## config.mk

```make
export PLATFORM = sky130hd
export DESIGN_NAME = stdp_synapse_trace_update_flat
export DESIGN_NICKNAME = d
export VERILOG_FILES = /design/src/hw/rtl/stdp_syn_pkg.sv /design/src/hw/rtl/stdp_syn_in_if.sv /design/src/hw/rtl/stdp_syn_out_if.sv /design/src/hw/rtl/stdp_syn_cfg_regs.sv /design/src/hw/rtl/stdp_syn_mul_unit.sv /design/src/hw/rtl/stdp_synapse_trace_update.sv /design/src/flat_wrapper.sv
export SDC_FILE = /design/constraint.sdc
export NUM_CORES = 2
export LEC_CHECK = 0
export BUFFER_PORTS_ARGS = -buffer_cell sky130_fd_sc_hd__buf_2
export CORE_MARGIN = 3
export CORE_UTILIZATION = 45
export CTS_CLUSTER_DIAMETER = 60
export DETAILED_ROUTE_END_ITERATION = 8
export GPL_TIMING_DRIVEN = 0
export PLACE_DENSITY_LB_ADDON = 0.08
export SYNTH_ARGS = -nofsm -noshare
export SYNTH_HDL_FRONTEND = slang
export SYNTH_SLANG_ARGS = --single-unit
```

## constraint.sdc

```tcl
create_clock -name i_clk -period 23.5 [get_ports i_clk]
set_input_delay 1.175 -clock i_clk [delete_from_list [all_inputs] [get_ports i_clk]]
set_output_delay 1.175 -clock i_clk [all_outputs]
set_load 0.005 [all_outputs]
```

## src/hw/rtl/stdp_syn_pkg.sv

```systemverilog
// ----------------------------------------------------------------------------
// stdp_syn_pkg
// Shared types, constants and codes for the stdp synapse trace update block.
// ----------------------------------------------------------------------------
package stdp_syn_pkg;

    // field and datapath widths
    localparam int unsigned VAL_W  = 32;  // q16.16 values
    localparam int unsigned TGT_W  = 31;  // targets and gains
    localparam int unsigned RATE_W = 25;  // q0.24 rates, one included
    localparam int unsigned A_W    = 33;  // multiplier operand a
    localparam int unsigned B_W    = 32;  // multiplier operand b
    localparam int unsigned P_W    = A_W + B_W;
    localparam int unsigned SAT_W  = 50;  // width of pre-saturation sums

    // apb register port
    localparam int unsigned CFG_AW = 5;
    localparam int unsigned CFG_DW = 32;

    localparam logic [RATE_W-1:0] RATE_ONE = RATE_W'(25'h100_0000);
    localparam logic signed [VAL_W-1:0] ONE_Q16 = 32'sd65536;

    // register reset values
    localparam logic [TGT_W-1:0]  POST_TARGET_RST = 31'd65536;
    localparam logic [TGT_W-1:0]  PRE_TARGET_RST  = 31'd65536;
    localparam logic [TGT_W-1:0]  GAIN_PLUS_RST   = 31'd65536;
    localparam logic [TGT_W-1:0]  GAIN_MINUS_RST  = 31'd65536;
    localparam logic [RATE_W-1:0] POST_RATE_RST   = 25'd1677722;
    localparam logic [RATE_W-1:0] PRE_RATE_RST    = RATE_ONE;
    localparam logic [RATE_W-1:0] STEP_SCALE_RST  = 25'd16777;

    typedef enum logic [2:0] {
        REG_POST_TARGET = 3'd0,
        REG_PRE_TARGET  = 3'd1,
        REG_GAIN_PLUS   = 3'd2,
        REG_GAIN_MINUS  = 3'd3,
        REG_POST_RATE   = 3'd4,
        REG_PRE_RATE    = 3'd5,
        REG_STEP_SCALE  = 3'd6
    } t_reg_idx;

    typedef struct packed {
        logic [TGT_W-1:0]  post_target;
        logic [TGT_W-1:0]  pre_target;
        logic [TGT_W-1:0]  gain_plus;
        logic [TGT_W-1:0]  gain_minus;
        logic [RATE_W-1:0] post_rate;
        logic [RATE_W-1:0] pre_rate;
        logic [RATE_W-1:0] step_scale;
    } t_cfg;

    typedef enum logic [3:0] {
        S_IDLE,
        S_POST,
        S_PRE,
        S_GP,
        S_GM,
        S_DIFF,
        S_INC,
        S_ACC,
        S_INFL,
        S_WMUL,
        S_WOUT
    } t_state;

    typedef enum logic [2:0] {
        OP_POST,
        OP_PRE,
        OP_GP,
        OP_GM,
        OP_INC,
        OP_W
    } t_mul_op;

    typedef enum logic {
        RND_Q16,
        RND_Q24
    } t_rnd;

    // sequencer controls for the datapath and the shared multiplier
    typedef struct packed {
        logic    in_ready;
        logic    mul_en;
        t_mul_op op;
        t_rnd    rnd;
        logic    upd_post;
        logic    upd_pre;
        logic    ld_x;
        logic    ld_diff;
        logic    upd_acc;
        logic    ld_infl;
        logic    ld_out;
    } t_ctl;

endpackage

```

## src/hw/rtl/stdp_syn_in_if.sv

```systemverilog
// ----------------------------------------------------------------------------
// stdp_syn_in_if
// Input channel: one simulation tick per transaction.
// ----------------------------------------------------------------------------
interface stdp_syn_in_if;
    logic                                    valid;
    logic                                    ready;
    logic                                    pre_pulse;
    logic                                    post_pulse;
    logic signed [stdp_syn_pkg::VAL_W-1:0]   weight_in;

    modport source (output valid, output pre_pulse, output post_pulse, output weight_in,
                    input ready);
    modport sink   (input valid, input pre_pulse, input post_pulse, input weight_in,
                    output ready);
endinterface

```

## src/hw/rtl/stdp_syn_out_if.sv

```systemverilog
// ----------------------------------------------------------------------------
// stdp_syn_out_if
// Output channel: modulated weight and influence per transaction.
// ----------------------------------------------------------------------------
interface stdp_syn_out_if;
    logic                                    valid;
    logic                                    ready;
    logic signed [stdp_syn_pkg::VAL_W-1:0]   weight_out;
    logic signed [stdp_syn_pkg::VAL_W-1:0]   influence;

    modport source (output valid, output weight_out, output influence, input ready);
    modport sink   (input valid, input weight_out, input influence, output ready);
endinterface

```

## src/hw/rtl/stdp_syn_cfg_regs.sv

```systemverilog
// ----------------------------------------------------------------------------
// stdp_syn_cfg_regs
// APB register file for targets, gains and q0.24 rates.
// ----------------------------------------------------------------------------
module stdp_syn_cfg_regs (
    input  logic                               i_clk,
    input  logic                               i_rst_n,
    input  logic                               psel,
    input  logic                               penable,
    input  logic                               pwrite,
    input  logic [stdp_syn_pkg::CFG_AW-1:0]    paddr,
    input  logic [stdp_syn_pkg::CFG_DW-1:0]    pwdata,
    output logic [stdp_syn_pkg::CFG_DW-1:0]    prdata,
    output logic                               pready,
    output stdp_syn_pkg::t_cfg                 o_cfg
);
    import stdp_syn_pkg::*;

    t_cfg              r_cfg;
    logic              wr_en;
    t_reg_idx          idx;
    logic [TGT_W-1:0]  wr_v31;
    logic [RATE_W-1:0] wr_rate;

    assign pready = 1'b1;
    assign wr_en  = psel & penable & pwrite;
    assign idx    = t_reg_idx'(paddr[CFG_AW-1:2]);
    assign wr_v31 = pwdata[TGT_W-1:0];
    // rates clamp to one when bit 24 of the write data is set; higher bits are ignored
    assign wr_rate = pwdata[RATE_W-1] ? RATE_ONE : pwdata[RATE_W-1:0];

    always_ff @(posedge i_clk) begin
        if (!i_rst_n) begin
            r_cfg.post_target <= POST_TARGET_RST;
            r_cfg.pre_target  <= PRE_TARGET_RST;
            r_cfg.gain_plus   <= GAIN_PLUS_RST;
            r_cfg.gain_minus  <= GAIN_MINUS_RST;
            r_cfg.post_rate   <= POST_RATE_RST;
            r_cfg.pre_rate    <= PRE_RATE_RST;
            r_cfg.step_scale  <= STEP_SCALE_RST;
        end else if (wr_en) begin
            case (idx)
                REG_POST_TARGET: r_cfg.post_target <= wr_v31;
                REG_PRE_TARGET:  r_cfg.pre_target  <= wr_v31;
                // zero gains are dropped
                REG_GAIN_PLUS: begin
                    if (wr_v31 != '0) r_cfg.gain_plus <= wr_v31;
                end
                REG_GAIN_MINUS: begin
                    if (wr_v31 != '0) r_cfg.gain_minus <= wr_v31;
                end
                REG_POST_RATE:   r_cfg.post_rate  <= wr_rate;
                REG_PRE_RATE:    r_cfg.pre_rate   <= wr_rate;
                REG_STEP_SCALE:  r_cfg.step_scale <= wr_rate;
                default: ;
            endcase
        end
    end

    always_comb begin
        case (idx)
            REG_POST_TARGET: prdata = CFG_DW'(r_cfg.post_target);
            REG_PRE_TARGET:  prdata = CFG_DW'(r_cfg.pre_target);
            REG_GAIN_PLUS:   prdata = CFG_DW'(r_cfg.gain_plus);
            REG_GAIN_MINUS:  prdata = CFG_DW'(r_cfg.gain_minus);
            REG_POST_RATE:   prdata = CFG_DW'(r_cfg.post_rate);
            REG_PRE_RATE:    prdata = CFG_DW'(r_cfg.pre_rate);
            REG_STEP_SCALE:  prdata = CFG_DW'(r_cfg.step_scale);
            default:         prdata = '0;
        endcase
    end

    assign o_cfg = r_cfg;

endmodule

```

## src/hw/rtl/stdp_syn_mul_unit.sv

```systemverilog
// ----------------------------------------------------------------------------
// stdp_syn_mul_unit
// Shared signed multiplier with rounding bias, registered product.
// ----------------------------------------------------------------------------
module stdp_syn_mul_unit (
    input  logic                                   i_clk,
    input  logic                                   i_en,
    input  logic signed [stdp_syn_pkg::A_W-1:0]    i_a,
    input  logic signed [stdp_syn_pkg::B_W-1:0]    i_b,
    input  stdp_syn_pkg::t_rnd                     i_rnd,
    output logic signed [stdp_syn_pkg::P_W-1:0]    o_prod
);
    import stdp_syn_pkg::*;

    // half an lsb of the target format, so a plain arithmetic shift rounds
    localparam logic signed [P_W-1:0] HALF_Q16 = P_W'(64'd32768);
    localparam logic signed [P_W-1:0] HALF_Q24 = P_W'(64'd8388608);

    logic signed [P_W-1:0] r_prod;
    logic signed [P_W-1:0] n_prod;
    logic signed [P_W-1:0] half;

    assign half   = (i_rnd == RND_Q24) ? HALF_Q24 : HALF_Q16;
    assign n_prod = P_W'(i_a) * P_W'(i_b) + half;

    always_ff @(posedge i_clk) begin
        if (i_en) begin
            r_prod <= n_prod;
        end
    end

    assign o_prod = r_prod;

endmodule

```

## src/hw/rtl/stdp_synapse_trace_update.sv

```systemverilog
// sequence: S_POST to S_WOUT; S_WOUT waits for a free output register, then loads it
// a new tick is taken only in S_IDLE; a ten-step sequencer shares one 33x32 multiplier
// the output register lets the next tick enter while the last result waits
// reset: synchronous active low; clears both traces, the accumulator and the sequencer,
// and loads the register defaults (targets and gains 1.0, rates 0.1, 1.0, 1/1000)
// ----------------------------------------------------------------------------
// stdp_synapse_trace_update
// Trace-based plasticity for one synapse: pre/post traces, difference
// accumulator and modulated output, computed on one shared multiplier.
// ----------------------------------------------------------------------------
module stdp_synapse_trace_update (
    input  logic                               i_clk,
    input  logic                               i_rst_n,
    stdp_syn_in_if.sink                        i_in_ch,
    stdp_syn_out_if.source                     o_out_ch,
    input  logic                               psel,
    input  logic                               penable,
    input  logic                               pwrite,
    input  logic [stdp_syn_pkg::CFG_AW-1:0]    paddr,
    input  logic [stdp_syn_pkg::CFG_DW-1:0]    pwdata,
    output logic [stdp_syn_pkg::CFG_DW-1:0]    prdata,
    output logic                               pready
);
    import stdp_syn_pkg::*;

    // saturate a wide signed sum to q16.16
    function automatic logic signed [VAL_W-1:0] sat32(input logic signed [SAT_W-1:0] v);
        logic signed [VAL_W-1:0] res;
        if (v[SAT_W-1:VAL_W-1] == {(SAT_W-VAL_W+1){v[SAT_W-1]}}) begin
            res = v[VAL_W-1:0];
        end else if (v[SAT_W-1]) begin
            res = {1'b1, {(VAL_W-1){1'b0}}};
        end else begin
            res = {1'b0, {(VAL_W-1){1'b1}}};
        end
        return res;
    endfunction

    t_cfg   cfg;
    t_state r_state;
    t_state n_state;
    t_ctl   ctl;

    // latched transaction
    logic                    r_pre;
    logic                    r_post;
    logic signed [VAL_W-1:0] r_w;

    // architectural state
    logic signed [VAL_W-1:0] r_post_trace;
    logic signed [VAL_W-1:0] r_pre_trace;
    logic signed [VAL_W-1:0] r_acc;

    // intermediates
    logic signed [VAL_W-1:0] r_x;
    logic signed [A_W-1:0]   r_diff;
    logic signed [VAL_W-1:0] r_infl;

    // output register
    logic                    r_out_valid;
    logic signed [VAL_W-1:0] r_out_w;
    logic signed [VAL_W-1:0] r_out_infl;

    logic                    in_acc;
    logic                    out_free;

    // shared multiplier
    logic signed [A_W-1:0]   mul_a;
    logic signed [B_W-1:0]   mul_b;
    logic signed [P_W-1:0]   mul_prod;
    logic signed [P_W-25:0]  q24;   // product with a q0.24 rate, rounded back to q16.16
    logic signed [P_W-17:0]  q16;   // product of two q16.16 values, rounded back to q16.16

    logic signed [SAT_W-1:0] post_sum;
    logic signed [SAT_W-1:0] pre_sum;
    logic signed [VAL_W-1:0] y_res;
    logic signed [VAL_W-1:0] w_res;

    stdp_syn_cfg_regs u_cfg (
        .i_clk   (i_clk),
        .i_rst_n (i_rst_n),
        .psel    (psel),
        .penable (penable),
        .pwrite  (pwrite),
        .paddr   (paddr),
        .pwdata  (pwdata),
        .prdata  (prdata),
        .pready  (pready),
        .o_cfg   (cfg)
    );

    stdp_syn_mul_unit u_mul (
        .i_clk  (i_clk),
        .i_en   (ctl.mul_en),
        .i_a    (mul_a),
        .i_b    (mul_b),
        .i_rnd  (ctl.rnd),
        .o_prod (mul_prod)
    );

    assign in_acc   = i_in_ch.valid & ctl.in_ready;
    assign out_free = !r_out_valid | o_out_ch.ready;

    // ------------------------------------------------------------------------
    // sequencer: at most one multiply issued per step, consumed the step after
    // ------------------------------------------------------------------------
    always_comb begin
        n_state = r_state;
        case (r_state)
            S_IDLE: begin
                if (in_acc) n_state = S_POST;
            end
            S_POST: n_state = S_PRE;
            S_PRE:  n_state = S_GP;
            S_GP:   n_state = S_GM;
            S_GM:   n_state = S_DIFF;
            S_DIFF: n_state = S_INC;
            S_INC:  n_state = S_ACC;
            S_ACC:  n_state = S_INFL;
            S_INFL: n_state = S_WMUL;
            S_WMUL: n_state = S_WOUT;
            // hold here while the previous result has not been taken
            S_WOUT: begin
                if (out_free) n_state = S_IDLE;
            end
            default: n_state = S_IDLE;
        endcase
    end

    always_comb begin
        ctl = '0;
        ctl.op  = OP_POST;
        ctl.rnd = RND_Q24;
        case (r_state)
            S_IDLE: ctl.in_ready = 1'b1;
            // post trace product
            S_POST: begin
                ctl.mul_en = 1'b1;
                ctl.op     = OP_POST;
                ctl.rnd    = RND_Q24;
            end
            // pre trace product, post trace update
            S_PRE: begin
                ctl.mul_en   = 1'b1;
                ctl.op       = OP_PRE;
                ctl.rnd      = RND_Q24;
                ctl.upd_post = 1'b1;
            end
            // potentiation product, pre trace update
            S_GP: begin
                ctl.mul_en  = 1'b1;
                ctl.op      = OP_GP;
                ctl.rnd     = RND_Q16;
                ctl.upd_pre = 1'b1;
            end
            // depression product, latch potentiation term
            S_GM: begin
                ctl.mul_en = 1'b1;
                ctl.op     = OP_GM;
                ctl.rnd    = RND_Q16;
                ctl.ld_x   = 1'b1;
            end
            S_DIFF: ctl.ld_diff = 1'b1;
            // scale the difference by the step rate
            S_INC: begin
                ctl.mul_en = 1'b1;
                ctl.op     = OP_INC;
                ctl.rnd    = RND_Q24;
            end
            S_ACC:  ctl.upd_acc = 1'b1;
            S_INFL: ctl.ld_infl = 1'b1;
            // base weight times influence
            S_WMUL: begin
                ctl.mul_en = 1'b1;
                ctl.op     = OP_W;
                ctl.rnd    = RND_Q16;
            end
            S_WOUT: ctl.ld_out = out_free;
            default: ;
        endcase
    end

    always_ff @(posedge i_clk) begin
        if (!i_rst_n) begin
            r_state <= S_IDLE;
        end else begin
            r_state <= n_state;
        end
    end

    // ------------------------------------------------------------------------
    // multiplier operand select
    // ------------------------------------------------------------------------
    always_comb begin
        mul_a = '0;
        mul_b = '0;
        case (ctl.op)
            // relax toward target on a pulse, else decay; sign applied on update
            OP_POST: begin
                mul_a = r_post ? ($signed({2'b00, cfg.post_target})
                                  - $signed({r_post_trace[VAL_W-1], r_post_trace}))
                               : $signed({r_post_trace[VAL_W-1], r_post_trace});
                mul_b = $signed(B_W'(cfg.post_rate));
            end
            OP_PRE: begin
                mul_a = r_pre ? ($signed({2'b00, cfg.pre_target})
                                 - $signed({r_pre_trace[VAL_W-1], r_pre_trace}))
                              : $signed({r_pre_trace[VAL_W-1], r_pre_trace});
                mul_b = $signed(B_W'(cfg.pre_rate));
            end
            OP_GP: begin
                mul_a = $signed({r_post_trace[VAL_W-1], r_post_trace});
                mul_b = $signed({1'b0, cfg.gain_plus});
            end
            OP_GM: begin
                mul_a = $signed({r_pre_trace[VAL_W-1], r_pre_trace});
                mul_b = $signed({1'b0, cfg.gain_minus});
            end
            OP_INC: begin
                mul_a = r_diff;
                mul_b = $signed(B_W'(cfg.step_scale));
            end
            OP_W: begin
                mul_a = $signed({r_w[VAL_W-1], r_w});
                mul_b = r_infl;
            end
            default: ;
        endcase
    end

    // rounding bias is already in the product, so these are plain shifts
    assign q24 = mul_prod[P_W-1:24];
    assign q16 = mul_prod[P_W-1:16];

    // decay subtracts the rounded product, relaxation adds it
    assign post_sum = r_post ? (SAT_W'(r_post_trace) + SAT_W'(q24))
                             : (SAT_W'(r_post_trace) - SAT_W'(q24));
    assign pre_sum  = r_pre  ? (SAT_W'(r_pre_trace) + SAT_W'(q24))
                             : (SAT_W'(r_pre_trace) - SAT_W'(q24));

    assign y_res = r_pre ? sat32(SAT_W'(q16)) : '0;
    // negative influence gates the output to zero
    assign w_res = r_infl[VAL_W-1] ? '0 : sat32(SAT_W'(q16));

    // ------------------------------------------------------------------------
    // datapath registers
    // ------------------------------------------------------------------------
    always_ff @(posedge i_clk) begin
        if (!i_rst_n) begin
            r_post_trace <= '0;
            r_pre_trace  <= '0;
            r_acc        <= '0;
        end else begin
            if (ctl.upd_post) r_post_trace <= sat32(post_sum);
            if (ctl.upd_pre)  r_pre_trace  <= sat32(pre_sum);
            if (ctl.upd_acc)  r_acc        <= sat32(SAT_W'(r_acc) + SAT_W'(q24));
        end
    end

    always_ff @(posedge i_clk) begin
        if (in_acc) begin
            r_pre  <= i_in_ch.pre_pulse;
            r_post <= i_in_ch.post_pulse;
            r_w    <= i_in_ch.weight_in;
        end
        if (ctl.ld_x) begin
            r_x <= r_post ? sat32(SAT_W'(q16)) : '0;
        end
        if (ctl.ld_diff) begin
            r_diff <= A_W'(r_x) - A_W'(y_res);
        end
        if (ctl.ld_infl) begin
            r_infl <= sat32(SAT_W'(ONE_Q16) - SAT_W'(r_acc));
        end
        if (ctl.ld_out) begin
            r_out_w    <= w_res;
            r_out_infl <= r_infl;
        end
    end

    always_ff @(posedge i_clk) begin
        if (!i_rst_n) begin
            r_out_valid <= 1'b0;
        end else if (ctl.ld_out) begin
            r_out_valid <= 1'b1;
        end else if (o_out_ch.ready) begin
            r_out_valid <= 1'b0;
        end
    end

    assign i_in_ch.ready       = ctl.in_ready;
    assign o_out_ch.valid      = r_out_valid;
    assign o_out_ch.weight_out = r_out_w;
    assign o_out_ch.influence  = r_out_infl;

`ifndef ASSERT_OFF
    a_reset_idle: assert property (@(posedge i_clk)
        !i_rst_n |=> (r_state == S_IDLE) && !r_out_valid)
        else $error("sequencer or output register not cleared by reset");

    a_accept_starts: assert property (@(posedge i_clk) disable iff (!i_rst_n)
        (i_in_ch.valid && i_in_ch.ready) |=> (r_state == S_POST))
        else $error("accepted transaction did not start the sequence");

    a_result_source: assert property (@(posedge i_clk) disable iff (!i_rst_n)
        $rose(r_out_valid) |-> ($past(r_state) == S_WOUT))
        else $error("result appeared outside the final step");

    a_neg_infl_zero: assert property (@(posedge i_clk) disable iff (!i_rst_n)
        (o_out_ch.valid && o_out_ch.influence[31]) |-> (o_out_ch.weight_out == '0))
        else $error("negative influence with nonzero weight output");
`endif

endmodule
```

## src/flat_wrapper.sv

```systemverilog
// flat-port wrapper written by rule: the top's interface ports become plain ports
module stdp_synapse_trace_update_flat import stdp_syn_pkg::*;
  (i_clk, i_rst_n, psel, penable, pwrite, paddr, pwdata, prdata, pready, i_in_ch_valid, i_in_ch_pre_pulse, i_in_ch_post_pulse, i_in_ch_weight_in, i_in_ch_ready, o_out_ch_valid, o_out_ch_weight_out, o_out_ch_influence, o_out_ch_ready);
  stdp_syn_in_if i_in_ch_i ();
  stdp_syn_out_if o_out_ch_i ();
  input  logic i_clk;
  input  logic i_rst_n;
  input  logic psel;
  input  logic penable;
  input  logic pwrite;
  input  logic [stdp_syn_pkg::CFG_AW-1:0] paddr;
  input  logic [stdp_syn_pkg::CFG_DW-1:0] pwdata;
  output logic [stdp_syn_pkg::CFG_DW-1:0] prdata;
  output logic pready;
  input wire logic [$bits(i_in_ch_i.valid)-1:0] i_in_ch_valid;
  input wire logic [$bits(i_in_ch_i.pre_pulse)-1:0] i_in_ch_pre_pulse;
  input wire logic [$bits(i_in_ch_i.post_pulse)-1:0] i_in_ch_post_pulse;
  input wire logic [$bits(i_in_ch_i.weight_in)-1:0] i_in_ch_weight_in;
  output wire logic [$bits(i_in_ch_i.ready)-1:0] i_in_ch_ready;
  output wire logic [$bits(o_out_ch_i.valid)-1:0] o_out_ch_valid;
  output wire logic [$bits(o_out_ch_i.weight_out)-1:0] o_out_ch_weight_out;
  output wire logic [$bits(o_out_ch_i.influence)-1:0] o_out_ch_influence;
  input wire logic [$bits(o_out_ch_i.ready)-1:0] o_out_ch_ready;
  assign i_in_ch_i.valid = i_in_ch_valid;
  assign i_in_ch_i.pre_pulse = i_in_ch_pre_pulse;
  assign i_in_ch_i.post_pulse = i_in_ch_post_pulse;
  assign i_in_ch_i.weight_in = i_in_ch_weight_in;
  assign i_in_ch_ready = i_in_ch_i.ready;
  assign o_out_ch_valid = o_out_ch_i.valid;
  assign o_out_ch_weight_out = o_out_ch_i.weight_out;
  assign o_out_ch_influence = o_out_ch_i.influence;
  assign o_out_ch_i.ready = o_out_ch_ready;
  stdp_synapse_trace_update u_core (.i_clk(i_clk), .i_rst_n(i_rst_n), .i_in_ch(i_in_ch_i), .o_out_ch(o_out_ch_i), .psel(psel), .penable(penable), .pwrite(pwrite), .paddr(paddr), .pwdata(pwdata), .prdata(prdata), .pready(pready));
endmodule
```

==> metrics <==
status=finished, violations left; failing checks=max-capacitance violations, max-slew violations; synth top area cells=fa_1, edfxtp_1, dfxtp_1; post-CTS sizing=0; fmax=63.46 MHz; count of buffer and inverter cells on the critical path=13; Overall Global Routing Usage=0.4115; Die ar.=0.1669 mm²; number of remaining DRC errors=0; area grow syn2layout=9.585%; CP startpoint kind=flop; Synth cell types=99; CP max FO=10; Synth Register Bits=544; Yosys top cell area share=0.3074; grt met2 use=0.5742; met1 global-route usage=0.5644; Mapped Cells=8,338; required time worst endpoint=23.95 ns; post-layout min period=15.76 ns; Post-CTS Hold Fix Bufs=0; Syn Nets=9,935; die span in y=408.6 µm; Root Driver=clkbuf_16; grt total ovfl=0; Setup-failing EPs final=0; 1st-pass router iterations=8; ys async rst share=0; final WL=346,200 µm; clock skew=0.03562 ns; number of global-route vias before repair=63,530; global routing usage on met3=0.1504; I/O pin cnt=177; relative slew slack=-0.1010; Mean Syn Cell Area=8.747 µm²; Final TNS setup=0 ns; CP delay by family, top=buffers and inverters; count of pins over their slew limit=30; first-pass GRT wire length=483,100 µm; post-synthesis cell area=0.07293 mm²; # Max-Cap Violations=4; antenna violations before repair=63; Initial Util=0.4537; DR vias/cell=6.001; CTS tree=yes; PortBufs=170; critical path class=reg2reg; CP dominant cell by count=fa_1; largest net degree at the start of global routing=35; share of cells above drive strength 1=0.05798; cell accounting for the most synthesized area=fa_1; Reg clk slew, reported paths=0.06 ns; htree depth=3; Worst setup EP type=flop; Bufs on Longest Clock Path=3; Min-Delay Path Class=reg2reg; via count=65,270; slowest cell delay on critical path=0.99 ns; GR peak layer=met2; Final Wtd Congestion=1.055; number of synthesized flops with an enable pin=244; ys flop type=dfxtp_1; total core area=0.1608 mm²; Inserted Clock Buffers=70; YS warnings=0; Clock Latency Late Sink=0.71 ns; pre-CTS setup slack=8.143 ns; Critical Path AT=16.21 ns; drt initial violations=7,956; mean routed wirelength per cell=31.83 µm; RSZ-0062 raised after global routing=no; final worst slack=7.742 ns; final hold vios=0; antenna viol nets, final=0; Tightest Pin Transition=1.651 ns; nets@finish=10,220; Sink Count=544; CP max stage cell=clkbuf_1; die width=408.6 µm; row cnt=147; register area share after synthesis=0.1828; crit share post-route=0.6705; postcts setup bufs=0; dpl hpwl=288,900 µm; r2r setup slk=7.74 ns
[tightest hold or removal path: cells and delay by family (launching register included)]
kind	cells	cell delay [ns]
AO/OA/AOI/OAI	1	0.05
flip-flops	1	0.32
AND/OR/NAND/NOR	1	0.06
[cells in the final DEF, fill, tap and decap left out, types with 33 or more instances in the layout]
cell and n:
o211ai_1 53, mux2i_1 109, nor2b_1 79, a311oi_1 39, o21a_1 33, nand2_1 1062, edfxtp_1 244, or2_2 35
nor2_1 913, clkbuf_1 392, clkbuf_16 71, o21ai_0 185, and3_1 39, inv_1 1279, a21oi_1 486, nand3_1 100
o21bai_1 36, nor3_1 77, diode_2 42, xnor2_1 173, dfxtp_1 300, fa_1 1120, ha_1 399, a21o_1 158
and2_1 49, nand4_1 39, nand2b_1 116, buf_2 179, buf_1 33, xor2_1 160, a22oi_1 80
[through the flow]
stage	hold WS, ns	instance area (µm²)	util	std cells
2_1_floorplan	0.4266	72930	-	8338
3_3_place_gp	0.4621	76480	0.4758	10670
3_5_place_dp	0.4645	77270	0.4807	10710
4_1_cts	0.4730	79790	0.4964	10830
5_1_grt	0.4985	79850	0.4967	10850
6_report	0.4788	79920	0.4972	10880
[worst paths after layout]
kind                     startpoint                 endpoint  depth (start not counted)
max               u_core.r_state[0]  u_core.u_mul.o_prod[50]                         40
min          u_core.u_cfg.o_cfg[43]   u_core.u_cfg.o_cfg[43]                          2
max reg2reg       u_core.r_state[0]  u_core.u_mul.o_prod[50]                         40
min reg2reg  u_core.u_cfg.o_cfg[43]   u_core.u_cfg.o_cfg[43]                          2
[routing by layer]
| layer | routed length (µm) | share of wire | up-vias |
|---|---|---|---|
| li1 | - | - | 27640 |
| met2 | 140700 | 0.41 | 3972 |
| met1 | 141500 | 0.41 | 32970 |
| met5 | 154 | 0.00044 | - |
| met3 | 44540 | 0.13 | 670 |
| met4 | 19300 | 0.056 | 24 |
[flip-flops by register name, summed over array words and instances, names as in the netlist]
name,cells
u_core.o_out_ch.influence,32
u_core.o_out_ch.valid,1
u_core.o_out_ch.weight_out,32
u_core.r_acc,32
u_core.r_diff,33
u_core.r_infl,32
u_core.r_post,1
u_core.r_post_trace,32
u_core.r_pre,1
u_core.r_pre_trace,32
u_core.r_state,4
u_core.r_w,32
u_core.r_x,32
u_core.u_cfg.o_cfg,199
u_core.u_mul.o_prod,49
[kinds of logic after synthesis]
kind of cell,synth area share
xor gates and xnor gates,0.04021
DFF,0.1828
other,0.0001030
adders and majority gates,0.3759
buffers and inverters,0.08882
and+or+nand+nor,0.1611
AOI/OAI and AO/OA,0.1254
muxes,0.02565
[cells in the mapped netlist (32+ instances only)]
cell / count
inv_1: 1279
nand2_1: 1062
or2_2: 35
o21a_1: 33
xor2_1: 160
o21bai_1: 36
a222oi_1: 32
nand3_1: 100
nor2_1: 915
a211oi_1: 33
nor3_1: 82
buf_1: 34
nand4_1: 39
a22oi_1: 80
fa_1: 1120
and3_1: 40
o211ai_1: 53
dfxtp_1: 300
nor2b_1: 79
nor4_1: 32
clkbuf_1: 387
nand2b_1: 116
edfxtp_1: 244
xnor2_1: 173
a21o_1: 158
ha_1: 399
mux2i_1: 109
o21ai_0: 185
a21oi_1: 499
and2_1: 49
a311oi_1: 39
[final cells by class]
class	instances	area, µm²
Clock buffer	85	1913
Clock inverter	42	614.3
Timing Repair Buffer	210	1459
Fill cell	15720	80830
Sequential cell	544	13330
Antenna cell	42	105.1
Multi-Input combinational cell	6078	53310
Buffer	436	1674
Tap cell	2160	2703
Inverter	1280	4805
Power is not shown: default switching activity piles up to over one toggle a cycle in this logic, so the estimate is an artifact.
